<file path="src/rtl/tcpr_pkg.sv">
// ----------------------------------------------------------------------------
// tcpr_pkg
// Shared types and result codes for the TCP segment reorder tracker.
// ----------------------------------------------------------------------------
package tcpr_pkg;

  typedef logic [2:0] status_t;

  localparam status_t ST_RELEASED  = 3'd0;
  localparam status_t ST_HELD      = 3'd1;
  localparam status_t ST_DUPLICATE = 3'd2;
  localparam status_t ST_POOL_FULL = 3'd3;
  localparam status_t ST_UNKNOWN   = 3'd4;
  localparam status_t ST_TABLE_FULL = 3'd5;

  localparam int SEQ_W  = 32;
  localparam int LEN_W  = 16;
  localparam int PORT_W = 16;

endpackage

</file>
<file path="src/rtl/tcpr_ram.sv">
// ----------------------------------------------------------------------------
// tcpr_ram
// Generic single-write, single-read RAM with a registered read port.
// ----------------------------------------------------------------------------
module tcpr_ram #(
  parameter int WIDTH = 32,
  parameter int DEPTH = 8,
  parameter int AW    = (DEPTH > 1) ? $clog2(DEPTH) : 1
) (
  input  logic             clk,
  input  logic             we,
  input  logic [AW-1:0]    waddr,
  input  logic [WIDTH-1:0] wdata,
  input  logic [AW-1:0]    raddr,
  output logic [WIDTH-1:0] rdata
);

  logic [WIDTH-1:0] mem [DEPTH];

  always_ff @(posedge clk) begin
    if (we) begin
      mem[waddr] <= wdata;
    end
    rdata <= mem[raddr];
  end

endmodule

</file>
<file path="src/rtl/tcp_segment_reorder_tracker_unit.sv">
// ----------------------------------------------------------------------------
// tcp_segment_reorder_tracker_unit
// Tracks client flows by port and puts server response segments back in order.
// ----------------------------------------------------------------------------
// A request or a dropped unknown-flow item goes from S_LOOK to S_EMIT; a
// response passes S_LOOK, S_FRD, S_SCAN (one pool RAM read per slot), S_SEND
// and S_DECIDE before its first result, and each drained held segment
// rescans the pool. One item is in work at a time; the next is taken after the
// final result of the current one is loaded into the output register.
// Reset clears flow and slot valid bits at once; RAM contents stay undefined.
// ----------------------------------------------------------------------------
module tcp_segment_reorder_tracker_unit
  import tcpr_pkg::*;
#(
  parameter int FLOWS    = 8,
  parameter int SLOTS    = 16,
  parameter int TAG_BITS = 8
) (
  input  logic        clk,
  input  logic        rst,
  input  logic        in_valid,
  output logic        in_stall,
  input  logic        direction,
  input  logic [15:0] flow_port,
  input  logic [31:0] seq_number,
  input  logic [31:0] ack_number,
  input  logic [15:0] payload_len,
  input  logic [7:0]  buffer_tag,
  output logic        out_valid,
  input  logic        out_stall,
  output logic [15:0] out_port,
  output logic [7:0]  out_tag,
  output logic        out_direction,
  output logic [31:0] out_rel_seq,
  output logic [15:0] out_len,
  output logic [2:0]  status,
  output logic        last
);

  localparam int FW  = (FLOWS > 1) ? $clog2(FLOWS) : 1;
  localparam int SW  = (SLOTS > 1) ? $clog2(SLOTS) : 1;
  localparam int FRW = 2 * SEQ_W;
  localparam int PW  = SEQ_W + LEN_W + TAG_BITS;

  typedef enum logic [2:0] {
    S_IDLE, S_LOOK, S_FRD, S_SCAN, S_SEND, S_DECIDE, S_EMIT
  } state_t;

  state_t state;

  // latched item
  logic                i_dir;
  logic [PORT_W-1:0]   i_port;
  logic [SEQ_W-1:0]    i_seq;
  logic [SEQ_W-1:0]    i_ack;
  logic [LEN_W-1:0]    i_len;
  logic [TAG_BITS-1:0] i_tag;

  // flow table tags in flops, offsets in RAM
  logic              flow_vld [FLOWS];
  logic [PORT_W-1:0] flow_prt [FLOWS];
  logic              slot_vld [SLOTS];
  logic [FW-1:0]     slot_flow [SLOTS];

  logic [FW-1:0]    cur_flow;
  logic [SEQ_W-1:0] ack_off;
  logic [SEQ_W-1:0] nexp;
  logic             drain;
  logic             dup;
  logic             found;
  logic [SEQ_W-1:0] low_rel;
  logic [LEN_W-1:0] low_len;
  logic [TAG_BITS-1:0] low_tag;
  logic [SW-1:0]    low_slot;
  logic [SW-1:0]    scan_idx;
  logic             rd_pend;
  logic [SW-1:0]    rd_slot;

  // pending result
  logic [TAG_BITS-1:0] pend_tag;
  logic [SEQ_W-1:0]    pend_rel;
  logic [LEN_W-1:0]    pend_len;
  status_t             pend_status;
  logic                pend_last;

  // lookups
  logic          hit, free_hit, slot_free_hit;
  logic [FW-1:0] hit_idx, free_idx, new_idx;
  logic [SW-1:0] free_slot;

  always_comb begin
    hit = 1'b0;
    hit_idx = '0;
    free_hit = 1'b0;
    free_idx = '0;
    for (int i = FLOWS - 1; i >= 0; i--) begin
      if (flow_vld[i] && flow_prt[i] == i_port) begin
        hit = 1'b1;
        hit_idx = FW'(i);
      end
      if (!flow_vld[i]) begin
        free_hit = 1'b1;
        free_idx = FW'(i);
      end
    end
    new_idx = hit ? hit_idx : free_idx;
    slot_free_hit = 1'b0;
    free_slot = '0;
    for (int s = SLOTS - 1; s >= 0; s--) begin
      if (!slot_vld[s]) begin
        slot_free_hit = 1'b1;
        free_slot = SW'(s);
      end
    end
  end

  // flow RAM: {ack offset, next expected}
  logic           frm_we;
  logic [FW-1:0]  frm_waddr;
  logic [FRW-1:0] frm_wdata;
  logic [FRW-1:0] frm_rdata;

  // pool RAM: {rel seq, len, tag}
  logic          prm_we;
  logic [PW-1:0] prm_wdata;
  logic [PW-1:0] prm_rdata;

  logic drain_go;
  assign drain_go = found && (low_rel == nexp);

  always_comb begin
    frm_we = 1'b0;
    frm_waddr = cur_flow;
    frm_wdata = {ack_off, nexp};
    if (state == S_LOOK && !i_dir && (hit || free_hit)) begin
      frm_we = 1'b1;
      frm_waddr = new_idx;
      frm_wdata = {i_ack, SEQ_W'(1)};
    end else if (state == S_DECIDE && drain && !drain_go) begin
      frm_we = 1'b1;
    end
  end

  assign prm_we    = (state == S_DECIDE) && !drain && !dup && slot_free_hit;
  assign prm_wdata = {pend_rel, pend_len, pend_tag};

  tcpr_ram #(.WIDTH(FRW), .DEPTH(FLOWS)) u_flow_ram (
    .clk   (clk),
    .we    (frm_we),
    .waddr (frm_waddr),
    .wdata (frm_wdata),
    .raddr (hit_idx),
    .rdata (frm_rdata)
  );

  tcpr_ram #(.WIDTH(PW), .DEPTH(SLOTS)) u_pool_ram (
    .clk   (clk),
    .we    (prm_we),
    .waddr (free_slot),
    .wdata (prm_wdata),
    .raddr (scan_idx),
    .rdata (prm_rdata)
  );

  // scan read-back
  logic [SEQ_W-1:0]    rd_rel;
  logic [LEN_W-1:0]    rd_len;
  logic [TAG_BITS-1:0] rd_tag;
  logic                rd_own;
  logic [SEQ_W-1:0]    rel_calc;

  assign rd_rel   = prm_rdata[PW-1 -: SEQ_W];
  assign rd_len   = prm_rdata[TAG_BITS +: LEN_W];
  assign rd_tag   = prm_rdata[TAG_BITS-1:0];
  assign rd_own   = rd_pend && slot_vld[rd_slot] && (slot_flow[rd_slot] == cur_flow);
  assign rel_calc = i_seq - frm_rdata[FRW-1 -: SEQ_W] + SEQ_W'(1);

  logic out_free;
  assign out_free = !out_valid || !out_stall;
  assign in_stall = (state != S_IDLE);

  always_ff @(posedge clk) begin
    if (rst) begin
      state     <= S_IDLE;
      out_valid <= 1'b0;
      rd_pend   <= 1'b0;
      for (int i = 0; i < FLOWS; i++) flow_vld[i] <= 1'b0;
      for (int s = 0; s < SLOTS; s++) slot_vld[s] <= 1'b0;
    end else begin
      // drop the output item once taken, unless a new one is loaded below
      if (out_valid && !out_stall && state != S_EMIT) out_valid <= 1'b0;

      // one pool read in flight per scan step
      rd_pend <= (state == S_SCAN);
      rd_slot <= scan_idx;
      if (rd_own) begin
        if (rd_rel == pend_rel) dup <= 1'b1;
        if (!found || rd_rel < low_rel) begin
          found    <= 1'b1;
          low_rel  <= rd_rel;
          low_len  <= rd_len;
          low_tag  <= rd_tag;
          low_slot <= rd_slot;
        end
      end

      unique case (state)
        S_IDLE: begin
          if (in_valid) begin
            i_dir  <= direction;
            i_port <= flow_port;
            i_seq  <= seq_number;
            i_ack  <= ack_number;
            i_len  <= payload_len;
            i_tag  <= TAG_BITS'(buffer_tag);
            state  <= S_LOOK;
          end
        end
        S_LOOK: begin
          pend_tag  <= i_tag;
          pend_len  <= i_len;
          pend_last <= 1'b1;
          cur_flow  <= i_dir ? hit_idx : new_idx;
          if (!i_dir) begin
            if (hit || free_hit) begin
              // open or reset the flow and drop its held segments
              flow_vld[new_idx] <= 1'b1;
              flow_prt[new_idx] <= i_port;
              for (int s = 0; s < SLOTS; s++) begin
                if (slot_flow[s] == new_idx) slot_vld[s] <= 1'b0;
              end
              pend_rel    <= SEQ_W'(1);
              pend_status <= ST_RELEASED;
            end else begin
              pend_rel    <= '0;
              pend_status <= ST_TABLE_FULL;
            end
            state <= S_EMIT;
          end else if (!hit) begin
            pend_rel    <= '0;
            pend_status <= ST_UNKNOWN;
            state       <= S_EMIT;
          end else begin
            state <= S_FRD;
          end
        end
        S_FRD: begin
          ack_off  <= frm_rdata[FRW-1 -: SEQ_W];
          pend_rel <= rel_calc;
          if (rel_calc == frm_rdata[SEQ_W-1:0]) begin
            drain <= 1'b1;
            nexp  <= frm_rdata[SEQ_W-1:0] + SEQ_W'(i_len);
          end else begin
            drain <= 1'b0;
            nexp  <= frm_rdata[SEQ_W-1:0];
          end
          pend_status <= ST_RELEASED;
          scan_idx    <= '0;
          dup         <= 1'b0;
          found       <= 1'b0;
          state       <= S_SCAN;
        end
        S_SCAN: begin
          if (scan_idx == SW'(SLOTS - 1)) begin
            state <= S_SEND;
          end else begin
            scan_idx <= scan_idx + SW'(1);
          end
        end
        S_SEND: begin
          state <= S_DECIDE;
        end
        S_DECIDE: begin
          if (drain) begin
            pend_last <= !drain_go;
          end else begin
            pend_last <= 1'b1;
            if (dup) begin
              pend_status <= ST_DUPLICATE;
            end else if (!slot_free_hit) begin
              pend_status <= ST_POOL_FULL;
            end else begin
              pend_status          <= ST_HELD;
              slot_vld[free_slot]  <= 1'b1;
              slot_flow[free_slot] <= cur_flow;
            end
          end
          state <= S_EMIT;
        end
        S_EMIT: begin
          if (out_free) begin
            out_valid     <= 1'b1;
            out_port      <= i_port;
            out_tag       <= 8'(pend_tag);
            out_direction <= i_dir;
            out_rel_seq   <= pend_rel;
            out_len       <= pend_len;
            status        <= pend_status;
            last          <= pend_last;
            if (pend_last) begin
              state <= S_IDLE;
            end else begin
              // advance to the drained segment and rescan the pool
              pend_tag           <= low_tag;
              pend_rel           <= low_rel;
              pend_len           <= low_len;
              pend_status        <= ST_RELEASED;
              slot_vld[low_slot] <= 1'b0;
              nexp               <= nexp + SEQ_W'(low_len);
              scan_idx           <= '0;
              found              <= 1'b0;
              dup                <= 1'b0;
              state              <= S_SCAN;
            end
          end
        end
        default: state <= S_IDLE;
      endcase
    end
  end

  a_accept_look: assert property (@(posedge clk) disable iff (rst)
    (in_valid && !in_stall) |=> (state == S_LOOK))
    else $error("accepted item did not start a flow lookup");

  a_flow_wr_state: assert property (@(posedge clk) disable iff (rst)
    frm_we |-> (state == S_LOOK || state == S_DECIDE))
    else $error("flow RAM written outside lookup or decide");

  a_pool_wr_free: assert property (@(posedge clk) disable iff (rst)
    prm_we |-> !slot_vld[free_slot])
    else $error("pool write into an occupied slot");

endmodule
</file>
<file path="config.mk">
export PLATFORM = sky130hd
export DESIGN_NAME = tcp_segment_reorder_tracker_unit
export DESIGN_NICKNAME = d
export VERILOG_FILES = /design/src/rtl/tcpr_pkg.sv /design/src/rtl/tcpr_ram.sv /design/src/rtl/tcp_segment_reorder_tracker_unit.sv
export SDC_FILE = /design/constraint.sdc
export NUM_CORES = 2
export LEC_CHECK = 0
export BUFFER_PORTS_ARGS = -buffer_cell sky130_fd_sc_hd__buf_2
export CAP_MARGIN = 20
export CORE_MARGIN = 5
export CORE_UTILIZATION = 35
export DETAILED_ROUTE_END_ITERATION = 10
export GPL_ROUTABILITY_DRIVEN = 1
export HOLD_SLACK_MARGIN = 0.15
export MAX_ROUTING_LAYER = met4
export SLEW_MARGIN = 30
export SYNTH_ARGS = -nofsm -noshare
export SYNTH_HDL_FRONTEND = slang
export SYNTH_SLANG_ARGS = --single-unit
</file>
<file path="constraint.sdc">
create_clock -name clk -period 12.9 [get_ports clk]
set_input_delay 3.225 -clock clk [delete_from_list [all_inputs] [get_ports clk]]
set_output_delay 3.225 -clock clk [all_outputs]
set_load 0.05 [all_outputs]
</file>
# --- After elaboration in Yosys (flattened, before gate mapping) ---
# Memories as Yosys holds them, arrays and structs flattened. A register that Yosys moved wholly into a read port is not among the register bits.
# Cells that the tools add are included.
word_totals:
  regBits: 385
  ram_bits: 1608
  in_bits: 109
  output_inout_bits: 79
  wordCells: 425
  memories: 6
op_classes:
  n_addsub: 5
  order_cmp: 1
  eq_ne: 43
  muxes: 267
  bitwise_logic: 17
  reduce_logical: 53
memory_table:
  columns: ["memory", "depth", "width", "rd", "rd_clocked_by_memory_dff", "wr", "line_no", "text"]
  rows:
  - ["u_pool_ram.mem", 16, 56, 1, 1, 1, "tcpr_ram.sv:18", "logic [WIDTH-1:0] mem [DEPTH];"]
  - ["u_flow_ram.mem", 8, 64, 1, 1, 1, "tcpr_ram.sv:18", null]
  - ["flow_prt", 8, 16, 8, 0, 1, "tcp_segment_reorder_tracker_unit.sv:61", "logic [PORT_W-1:0] flow_prt [FLOWS];"]
  - ["slot_flow", 16, 3, 17, 1, 1, "tcp_segment_reorder_tracker_unit.sv:63", "logic [FW-1:0] slot_flow [SLOTS];"]
  - ["slot_vld", 16, 1, 17, 1, 16, "tcp_segment_reorder_tracker_unit.sv:62", "logic slot_vld [SLOTS];"]
  - ["flow_vld", 8, 1, 8, 0, 8, "tcp_segment_reorder_tracker_unit.sv:60", "logic flow_vld [FLOWS];"]
ops:
  columns: ["operator", "n"]
  rows:
  - ["32-bit 2-to-1 mux", 7]
  - ["1-bit 2-to-1 mux", 188]
  - ["16-bit == test", 8]
  - ["32-bit == test", 3]
  - ["32-bit one-hot mux with 3 select lines", 1]
  - ["3-bit 2-to-1 mux", 31]
  - ["4-bit 2-to-1 mux", 23]
  - ["32-bit by 16-bit adder with 32-bit output", 2]
  - ["64-bit 2-to-1 mux", 1]
  - ["32-bit one-hot mux with 2 select lines", 1]
  - ["3-bit == test", 17]
  - ["32-bit by 1-bit adder with 32-bit output, second input constant", 1]
  - ["32-bit < comparator", 1]
  - ["16-bit 2-to-1 mux", 2]
  - ["16-bit one-hot mux with 2 select lines", 1]
  - ["32-bit subtractor", 1]
  - ["3-bit one-hot mux with 7 select lines", 1]
  - ["1-bit logical AND", 20]
  - ["8-bit 2-to-1 mux", 2]
  - ["1-bit bitwise OR", 16]
  - ["8-bit one-hot mux with 2 select lines", 1]
  - ["3-bit one-hot mux with 4 select lines", 1]
  - ["4-bit one-hot mux with 3 select lines", 1]
  - ["3-bit AND reduction", 4]
  - ["other kinds (22)", 52]

# --- Longest topological paths before layout ---
# An unclocked memory read counts as a cell.
logic_depth:
  depth_word: 26
  depth_mapped: 18
  depth_no_buf: 17

# --- Modules after synthesis ---
# Synthesis repeated with hierarchy kept, for this count alone.
unflattened:
  hier_cells: 4905
  hier_area_um2: 86335.3
by_module_without_submodules:
  columns: ["mod", "instances", "cells_per_inst", "area_per_inst_um2", "seq_area_each_um2"]
  rows:
  - ["tcpr_ram (u_pool_ram)", 1, 1445, 34678.3, 28026.9]
  - ["tcp_segment_reorder_tracker_unit", 1, 2644, 31109.8, 17516.8]
  - ["tcpr_ram (u_flow_ram)", 1, 816, 20547.2, 16656.0]

# --- Least setup slack after synthesis ---
# No wires, ideal clock.
synth_path:
  kind: "input-to-reg"
  startpoint: "input port rst"
  endpoint: "register i_ack[0] (enable)"
  setup_time_ns: 0.720
  arrival_time_ns: 11.266
  required_time_ns: 12.180
  slack_ns: 0.914
  path_stages: 3
  n_path_buf: 2
  cell_sequence: "clkbuf_1 clkbuf_1 nor3b_1"
synth_between:
  elab_chain_len: 2
synth_lines:
  columns: ["element", "line_no", "text"]
  rows:
  - ["from (decl)", "tcp_segment_reorder_tracker_unit.sv:20", "input logic rst,"]
  - ["1-bit NOT (no line)", null, null]
  - ["3-bit AND reduction (no line)", null, null]
  - ["to (signal assigned)", "tcp_segment_reorder_tracker_unit.sv:213", "i_ack <= ack_number;"]
  - ["to (decl)", "tcp_segment_reorder_tracker_unit.sv:55", "logic [SEQ_W-1:0] i_ack;"]
# Every way passes these cells.
# A chain may end at the register's enable or synchronous reset.

# --- Worst setup path after layout ---
layout_path:
  startpoint: "register i_port[1]"
  endpoint: "memory u_flow_ram.mem[7][18] (netlist bit) (enable)"
layout_between:
  elab_chain_len: 15
  word_cells_on_any_way: 39
  classes_between: "8 x eq/ne; 21 x mux; 10 x reduce/logical"
layout_lines:
  columns: ["element", "line_no", "text"]
  rows:
  - ["from (decl)", "tcp_segment_reorder_tracker_unit.sv:53", "logic [PORT_W-1:0] i_port;"]
  - ["from (signal assigned)", "tcp_segment_reorder_tracker_unit.sv:211", "i_port <= flow_port;"]
  - ["16-bit == test", "tcp_segment_reorder_tracker_unit.sv:97", "if (flow_vld[i] && flow_prt[i] == i_port) begin"]
  - ["1-bit logical AND", "tcp_segment_reorder_tracker_unit.sv:97", null]
  - ["1-bit 2-to-1 mux (8 in series)", "tcp_segment_reorder_tracker_unit.sv:97", null]
  - ["1-bit logical OR", "tcp_segment_reorder_tracker_unit.sv:135", "if (state == S_LOOK && !i_dir && (hit || free_hit)) begin"]
  - ["1-bit logical AND", "tcp_segment_reorder_tracker_unit.sv:135", null]
  - ["1-bit 2-to-1 mux", "tcp_segment_reorder_tracker_unit.sv:135", null]
  - ["1-bit 2-to-1 mux", "tcpr_ram.sv:21", "if (we) begin"]
  - ["1-bit 2-to-1 mux (not written as such)", "tcpr_ram.sv:22", "mem[waddr] <= wdata;"]
  - ["to (decl)", "tcpr_ram.sv:18", null]
# Parallel ways exist; a longest one is shown, timed or not.

==> flow_metrics.py <==
metrics = {
    "die": {
        "die_w_um": 505,
        "die_h_um": 505,
        "dieArea_mm2": 0.255,
        "core_mm2": 0.243,
        "ioPinCount": 188,
        "start_util_pct": 35.2,
        "num_rows": 181,
    },
    "yosys": {
        "synth_most_common_cell": "edfxtp_1",
        "synth_top_area_share_pct": 69.4,
        "synth_nets": 5274,
        "synth-main-ff-cell": "edfxtp_1",
        "ys_top_cells_by_count": "edfxtp_1, nand2_1, mux4_2",
        "synth-warning-count": 0,
        "ys_ff_latch": 2117,
        "yosysSeqAreaShare_pct": 72.6,
        "syn_area_per_cell_um2": 17.0,
        "yosys-top-cells-area": "edfxtp_1, mux4_2, dfxtp_1, mux2i_1, xnor2_1",
        "ys_async_sr_fraction_pct": 0,
        "syn_area_mm2": 0.0857,
        "yosysTopAreaCell": "edfxtp_1",
        "ys_types": 84,
        "synth_edf_count": 1980,
        "synthCells": 5037,
    },
    "clock_network": {
        "clkLatencyLatePin_ns": 0.87,
        "cts_root_buffer": "clkbuf_16",
        "ctsResizeCount": 0,
        "htreeDepth": 4,
        "clock_sinks": 2117,
        "cts_buffers": 211,
        "hold_buffers": 0,
        "cts_setup_buffers": 0,
        "cts.clk_slew.worst_paths_ns": 0.06,
        "cts_tree": "built",
        "cts.path.max_buffers": 3,
    },
    "routing": {
        "viasPerCell": 5.19,
        "first_pass_iters": 5,
        "wire_per_inst_um": 24.9,
        "drt-total-wl_um": 217000,
        "antenna_left": 0,
        "drt-initial-drc-count": 4571,
        "drc": 0,
        "num_vias": 45200,
    },
    "worst_setup_path": {
        "worstPathMaxFanout": 53,
        "crit_required_ns": 13.36,
        "critical_path_class": "flop to flop",
        "crit_start": "i_port[1]$_DFFE_PP_",
        "cp_cell_sequence": "xor2_1 > nor4_1 > nand2_1 > or4_1 > nand4_1 > nor3_1 > and4_1 > a21oi_2 > and2_2 > buf_4 > and3_1 > a31oi_1 > nor2_4 > buf_4 > buf_4",
        "cp-start-kind": "flop",
        "rr_startpoint": "i_port[1]$_DFFE_PP_",
        "worst_setup_path_end_kind": "flop",
        "cp.arrival_ns": 6.31,
        "critPathSlowestCell": "edfxtp_1",
        "max_stage_delay_ns": 0.86,
        "crit_top_cell": "buf_4",
    },
    "place": {
        "gp_congestion": 0.869,
        "hpwlAfterDp_um": 133000,
        "dp_slack_ns": 6.62,
        "port-buffer-count": 187,
    },
    "sta": {
        "setup_slack_ns": 7.05,
        "skew_ns": 0.0746,
        "finalSetupViolCount": 0,
        "worst_slew_pin_slew_ns": 0.960,
        "slew-limit-headroom_pct": 36.0,
        "rsz0062_at_grt": "no",
        "drv_slew": 0,
        "hold_viol": 0,
        "max_freq_mhz": 171,
        "finalCritPeriodShare_pct": 45.3,
        "setup_tns_ns": 0,
        "period_needed_ns": 5.85,
        "fin_hold_ws_ns": 0.403,
    },
    "global_routing": {
        "grt_start_max_net_pins": 193,
        "grt_util_met2_pct": 27.3,
        "busiest_layer": "met2",
        "antenna_found_initial": 7,
        "met3_usage_pct": 2.26,
        "grt.overflow.total": 0,
        "grt_pass1_vias": 45300,
        "grt_pass1_wl_um": 316000,
        "grtUsageTotal_pct": 17.2,
        "grt_use_met1_pct": 23.5,
    },
    "power_and_ir_drop": {
        "ir_drop_uv": 148,
        "leakagePower_nw": 33.8,
        "finalPower_mw": 16.9,
        "p_comb_share_pct": 12.7,
        "p_per_area_mw_per_mm2": 173,
        "power.share.switching_pct": 26.0,
        "p_seq_share_pct": 51.1,
        "p_sw_mw": 4.41,
        "intPower_mw": 12.5,
        "p_clk_share_pct": 36.2,
    },
    "worst_hold_path": {
        "hold_class": "flop to flop",
        "holdCritStartpoint": "u_pool_ram.rdata[23]$_DFF_P_",
    },
    "layout": {
        "area.growth.synth_to_final_pct": 14.5,
        "layout.nets": 5557,
        "drive_gt1_share_pct": 18.9,
    },
    "run": {
        "cap_violations": 0,
    },
    "run_status": {
        "status": "finished clean",
    },
}
## placed cells by master (no fill, tap or decap), drive strengths merged, types with 6 or more instances in the layout
cell	netlist	routed
a21oi	107	107
a41oi	17	17
a21o	29	29
and3	18	18
nor2b	15	15
nand4	66	66
nand2	471	471
a31oi	14	14
inv	96	102
a21boi	8	8
nor2	184	184
xor2	114	114
mux2i	223	223
clkinvlp	0	11
buf	97	298
nand2b	19	19
clkinv	0	82
a211oi	14	14
o21a	19	19
xnor2	242	242
mux4	300	300
clkbuf	131	275
or3	12	12
bufinv	0	22
nor4	31	31
nor3	48	48
and2	40	40
edfxtp	1980	1980
mux2	71	71
nand3	118	118
ha	125	125
dfxtp	137	137
o21ai	199	199
o21bai	6	6
## registers in the layout, summed over array words and instances, names as in the netlist, 48 cells and up, named ones only
register and flops:
flow_prt 128, slot_flow 48, u_flow_ram.mem 512, u_flow_ram.rdata 64
u_pool_ram.mem 896, u_pool_ram.rdata 56
## worst max-delay path, delay by kind of cell (launching register included)
family,cells,cell delay (ns)
flip-flops,1,0.86
buffers and inverters,3,1.70
AND/OR/NAND/NOR,9,2.30
AO/OA/AOI/OAI,2,0.39
XOR/XNOR,1,0.13
## per-stage QoR
stage	cells	cell area, µm²	util, %
global placement	8293	90800	37.3
global route	8707	98100	40.3
detailed placement	8307	91100	37.4
CTS	8703	98100	40.3
finish	8709	98100	40.3
floorplan	5037	85700	-
## layer usage
layer	wire length, µm	part of all wire [%]
met1	96000	44
met2	104000	48
met3	12100	5.6
met4	4790	2.2
met5	0	0
## logic make-up after synthesis
kind of cell	after synthesis	share of synthesized area, %
flip-flops	2117	72.6
AND/OR/NAND/NOR	1044	5.52
multiplexers	594	11.4
AO/OA/AOI/OAI	471	3.37
XOR/XNOR	359	3.72
buffers and inverters	324	1.51
adder cells (fa/ha/maj)	128	1.89
## power by group through the flow
stage | registers (mW) | clock network (mW) | logic [mW]
after CTS | 8.66 | 6.27 | 2.17
after global routing | 8.70 | 6.57 | 2.34
after detailed placement | 8.80 | 0 | 2.16
final | 8.66 | 6.14 | 2.15
after global placement | 8.78 | 0 | 2.12
after floorplan | 8.59 | 0 | 1.46
## area by class of cell
cell class	instances	area (µm²)
Timing Repair Buffer	298	2070
Fill cell	21800	145000
Inverter	96	360
Multi-Input combinational cell	2596	22500
Tap cell	3202	4010
Antenna cell	4	10.0
Sequential cell	2117	62200
Clock inverter	121	1330
Clock buffer	275	5630
## path summary, 6_finish.rpt
path / endpoint / slack (ns) / depth (start not counted)
worst max register to register: u_flow_ram.mem[7][18]$_DFFE_PP_ / 7.05 / 15
worst min register to register: low_len[15]$_DFFE_PP_ / 0.40 / 0
worst min-delay path: low_len[15]$_DFFE_PP_ / 0.40 / 0
worst max-delay path: u_flow_ram.mem[7][18]$_DFFE_PP_ / 7.05 / 15
(Power assumes the default switching activity.)
